[src/rtl/merge_sort_engine_assert.svh]
// ----------------------------------------------------------------------------
// Merge sort engine assertion macros
// Shared assertion forms, clocked on the rising edge, muted during reset.
// ----------------------------------------------------------------------------
`ifndef MERGE_SORT_ENGINE_ASSERT_SVH
`define MERGE_SORT_ENGINE_ASSERT_SVH

// Property that must hold at every sampled edge outside reset.
`define MSE_ASSERT(lbl, clk, rst_n, prop, msg) \
  lbl: assert property (@(posedge clk) disable iff (!rst_n) prop) else $error(msg);

// Condition in one cycle implies a consequence in the next.
`define MSE_ASSERT_NEXT(lbl, clk, rst_n, cond, cons, msg) \
  lbl: assert property (@(posedge clk) disable iff (!rst_n) (cond) |=> (cons)) \
    else $error(msg);

`endif

[src/rtl/mse_pkg.sv]
// ----------------------------------------------------------------------------
// Merge sort engine package
// Shared widths, types and defaults for the sorter cell chain.
// ----------------------------------------------------------------------------
package mse_pkg;

  localparam int unsigned ValueW          = 32;
  localparam int unsigned DefMaxElements  = 64;

  typedef logic signed [ValueW-1:0] mse_value_t;

  // One slot of the sorted chain.
  typedef struct packed {
    logic       valid;
    mse_value_t value;
  } mse_entry_t;

  // Per-cycle command broadcast to all cells.
  typedef struct packed {
    logic ins;  // insert the new value into the sorted chain
    logic pop;  // shift the chain one slot toward cell 0
  } mse_ctrl_t;

  typedef enum logic {
    ST_LOAD,
    ST_EMIT
  } mse_state_e;

endpackage

[src/rtl/mse_cell.sv]
// ----------------------------------------------------------------------------
// Merge sort engine cell
// One slot of the sorted chain: compares the new value against its own,
// takes the value, its left neighbor's entry, or its right neighbor's entry.
// ----------------------------------------------------------------------------
module mse_cell import mse_pkg::*; (
  input  logic       clk_i,
  input  logic       rst_ni,
  input  mse_ctrl_t  ctrl_i,
  input  mse_value_t new_value_i,
  input  mse_entry_t left_entry_i,
  input  logic       left_shift_i,
  input  mse_entry_t right_entry_i,
  output mse_entry_t entry_o,
  output logic       shift_o
);

  logic       valid_q, valid_d;
  mse_value_t value_q, value_d;

  // Empty slots act as +infinity; strict less keeps ties in arrival order.
  assign shift_o = !valid_q || (new_value_i < value_q);
  assign entry_o = '{valid: valid_q, value: value_q};

  always_comb begin
    valid_d = valid_q;
    value_d = value_q;
    if (ctrl_i.pop) begin
      valid_d = right_entry_i.valid;
      value_d = right_entry_i.value;
    end else if (ctrl_i.ins && shift_o) begin
      if (left_shift_i) begin
        valid_d = left_entry_i.valid;
        value_d = left_entry_i.value;
      end else begin
        valid_d = 1'b1;
        value_d = new_value_i;
      end
    end
  end

  always_ff @(posedge clk_i or negedge rst_ni) begin
    if (!rst_ni) begin
      valid_q <= 1'b0;
    end else begin
      valid_q <= valid_d;
    end
  end

  always_ff @(posedge clk_i) begin
    value_q <= value_d;
  end

endmodule

[config.mk]
export PLATFORM = sky130hd
export DESIGN_NAME = mse_cell
export DESIGN_NICKNAME = d
export VERILOG_FILES = /design/src/rtl/merge_sort_engine_assert.svh /design/src/rtl/mse_pkg.sv /design/src/rtl/mse_cell.sv
export SDC_FILE = /design/constraint.sdc
export NUM_CORES = 1
export LEC_CHECK = 0
export ABC_AREA = 1
export BUFFER_PORTS_ARGS = -buffer_cell sky130_fd_sc_hd__buf_2
export CELL_PAD_IN_SITES_DETAIL_PLACEMENT = 2
export CELL_PAD_IN_SITES_GLOBAL_PLACEMENT = 2
export CORE_MARGIN = 2
export CORE_UTILIZATION = 23
export DETAILED_ROUTE_END_ITERATION = 12
export GPL_TIMING_DRIVEN = 0
export PLACE_DENSITY_LB_ADDON = 0.1
export SYNTH_ARGS = -nofsm -noshare
export SYNTH_HDL_FRONTEND = slang
export SYNTH_SLANG_ARGS = --single-unit
[constraint.sdc]
create_clock -name clk_i -period 3 [get_ports clk_i]
set_clock_uncertainty 0.2 [all_clocks]
set_input_delay 0.15 -clock clk_i [delete_from_list [all_inputs] [get_ports clk_i]]
set_output_delay 0.15 -clock clk_i [all_outputs]
set_load 0.01 [all_outputs]
==> impl_results.md <==
* DP HPWL at slightly above 7 mm
* Die Y at 108 um
* Post-synthesis sequential area ratio at about two fifths
* First-pass DRT Iterations at 4
* Setup TNS Final at 0 ps
* Worst path cell trace: inv_1 -> ha_1 -> a21oi_1 -> nor2_1 -> nor3_2 -> nand2_1 -> nand2_1 -> nand2_1 -> nand2_1 -> nand3_1 -> nand3_2 -> nand2_2 -> nand2_4
* Synth area leader: edfxtp_1
* Share of layout cells above drive strength 1 at 30.8%
* Crit-path slowest cell: nand2_4
* Commonest cells in the netlist: a21oi_1, nand2_1, inv_1
* XOR/XNOR share of the synthesized area at 0%
* Initial Util at 23.3%
* Leakage at ~1.9 nW
* Worst Setup Start Kind: flip-flop
* Routing usage on met2 at between 30% and 40%
* Final ANT Viol Nets at 0
* Fin nets at between 600 and 700
* Crit path max fanout at 33
* Fin area at between 3000 and 4000 sq um
* Mux contribution to synthesized area at 0%
* GRT overflow at 0
* CP max stage delay at 420 ps
* CTS root buffer: clkbuf_8
* Pre-CTS setup slack at 39.2 ps
* Total track usage at approximately 17%
* R2R Path Start: value_q[5]
* Synth cell types at 24
* Share of the synthesized area in the top cell type at around 38%
* Final setup violation count at 0
* Vias in the first global route at 3076
* Slew Viols, Final at 0
* Placed Area at 3350 sq um
* First-pass GRT wire length at roughly 15 mm
* Worst vdd ir at between 0.00015 and 0.0002 V
* Gpl congestion at a little over 0.7
* I/O Buffers at 134
* Crit path required time at 2730 ps
* EDFF count, synth at 32
* CTS clk-pin slew, worst paths at roughly 80 ps
* Hold Startpoint: right_entry_i[0]
* M1 GR Usage at between 20% and 30%
* RSZ-0062 raised after global routing: false
* Hold Path End: value_q[0]
* Crit path arrival time at 2330 ps
* 1st-iter DRT viols at 70
* Synth Flop Type: edfxtp_1
* Synth top area cells: edfxtp_1, a21oi_1, ha_1
* Largest net degree at the start of global routing at 34
* CTS tree: built
* Final hold vios at 0
* Fin crit share at 86.8%
* DRC Markers at 0
* Layout area overhead at 50.0%
* Grt peak-use layer: met2
* Routed len/inst at 15.4 um
* PD cells at between 300 and 400 nW/um^2
* FF-to-FF path depth at 13
* Synth Area per Inst at slightly below 8 sq um
* Clock Sinks at 33
* HP Class: input port to flip-flop
* Simple-gate share of the synthesized area at 18.2%
* Minimum clock period after layout at ~2600 ps
* Critical path's top delay family: simple AND/OR/NAND/NOR gates
* Clock latency on the worst-skew pair at 290 ps
* Warnings, synthesis at 0
* Synth Area in Compound Gates at 18.0%
* CP Buf/Inv Count at 1
* Max H-tree Level at 2
* Core Area at ~11000 sq um
* Crit end category: flip-flop
* Main combinational cell family by area after synthesis: simple AND/OR/NAND/NOR gates
* Number of synthesized register bits at 33
* Classification of the worst setup path: flip-flop to flip-flop
* Synth Cell Area at between 2000 and 3000 sq um
* Final setup margin at just under 400 ps
* Dpl cells at between 500 and 600
* Slew margin rel. at 57.8%
* Worst hold stages at 3
* Syn Inst Count at about 320
* Critical Path Source: value_q[5]
* Via count at between 2000 and 3000
* Boundary pin count at roughly 140
* Most Frequent Cell on Critical Path: nand2_1
* Met3 GRT Util at 3.19%
* Antenna diode count at 0
* Outcome: finished, final reports clean
* Peak Freq at between 300 and 400 MHz
* Post-Synth Adder-Cell Area at between 15 and 20%
* Syn_nets at about 450
* MaxCap Viol Count at 0
* Final wirelength at roughly 10 mm
* Die area at 11700 sq um
* Cell Rows at 38
* Longest Clk Path Bufs at 2
* Reg-to-reg endpoint: value_q[24]
* Non-Filler Instances at about 630
* Initial antenna violation count at 0
* Worst slew pin tran at ~630 ps
* Count leader, synth: a21oi_1
* CTS Buf Count at 5
* Via density at approximately 4.5
* Horiz. Die Dim at around 110 um
* Ys async rst share at approximately 3%
* R2R Setup Slk at between 300 and 400 ps
[worst max-delay path by stage]
stage / to / cells past startpoint
detailed placement: value_q[7] / 13
floorplan: value_q[0] / 13
CTS: value_q[23] / 13
finish: value_q[24] / 13
global placement: value_q[7] / 13
global route: value_q[24] / 12
[sequential cells by signal, indices dropped and copies added, names as in the netlist]
| name | flops |
|---|---|
| value_q | 32 |
| valid_q | 1 |
[per-layer routing]
| layer | part of all wire, % | routed length [um] |
|---|---|---|
| met1 | 44 | 4250 |
| met2 | 50 | 4860 |
| met3 | 5.2 | 509 |
| met4 | 1.2 | 119 |
| met5 | 0 | 0 |
[worst register-to-register path: cells and delay by family, from the launching register on]
kind / cells / cell delay [ps]
flip-flops: 1 / 400
AND/OR/NAND/NOR: 10 / 1170
adder cells (fa/ha/maj): 1 / 230
AO/OA/AOI/OAI: 1 / 160
buffers and inverters: 1 / 70
[cells by family after synthesis]
group                      after synthesis
AOI/OAI and AO/OA                       87
adders and majority gates               31
buffers and inverters                   58
DFF                                     33
and+or+nand+nor                        110
[power breakdown]
part	total, W	switching, W	internal (W)
logic	0.000487	0.000271	0.000215
registers	0.000599	0.0000263	0.000573
clock network	0.000351	0.000185	0.000166
total	0.00144	0.000483	0.000954
[cell usage in the layout (no fill, tap or decap)]
master         instances
a21oi_1               79
a21oi_2                1
buf_1                  1
buf_2                136
buf_4                  1
clkbuf_1              14
clkbuf_8               5
dfrtp_1                1
dlygate4sd3_1         32
edfxtp_1              32
ha_1                  31
inv_1                 42
inv_2                  1
nand2_1               60
nand2_2                3
nand2_4                1
nand3_1                3
nand3_2                1
nand4_1                2
nand4_2                1
nor2_1                37
nor3_1                 1
nor3_2                 1
o211ai_2               1
o21a_1                 1
o21ai_0                3
o21ai_1                2
[per-stage QoR]
stage                     util (%)  hold slack (ps)  power [W]
final                         34.9            0.495    0.00144
after global routing          34.9             6.56    0.00155
after CTS                     34.9            0.518    0.00147
after detailed placement      31.1             -274    0.00107
after global placement        31.1             -273    0.00106
after floorplan                  -             -346   0.000858
[cell type report]
type	instances	area, sq um
plain buffers	15	62.6
inverters	43	161
multi-input cells	228	1300
well taps	140	175
flip-flops and latches	33	986
clock buffers	8	80.1
repair buffers	166	991
fillers	1344	6990
[timing repair]
| action | 4_1_cts | 5_1_grt |
|---|---|---|
| endpoints found under the hold margin | 30 | 0 |
| endpoints found under the setup margin | 0 | 33 |
| buffers inserted | 0 | 0 |
| gates resized for setup | 0 | 1 |
| hold buffers | 32 | 0 |
No activity file was read; power rests on OpenSTA's default activity.
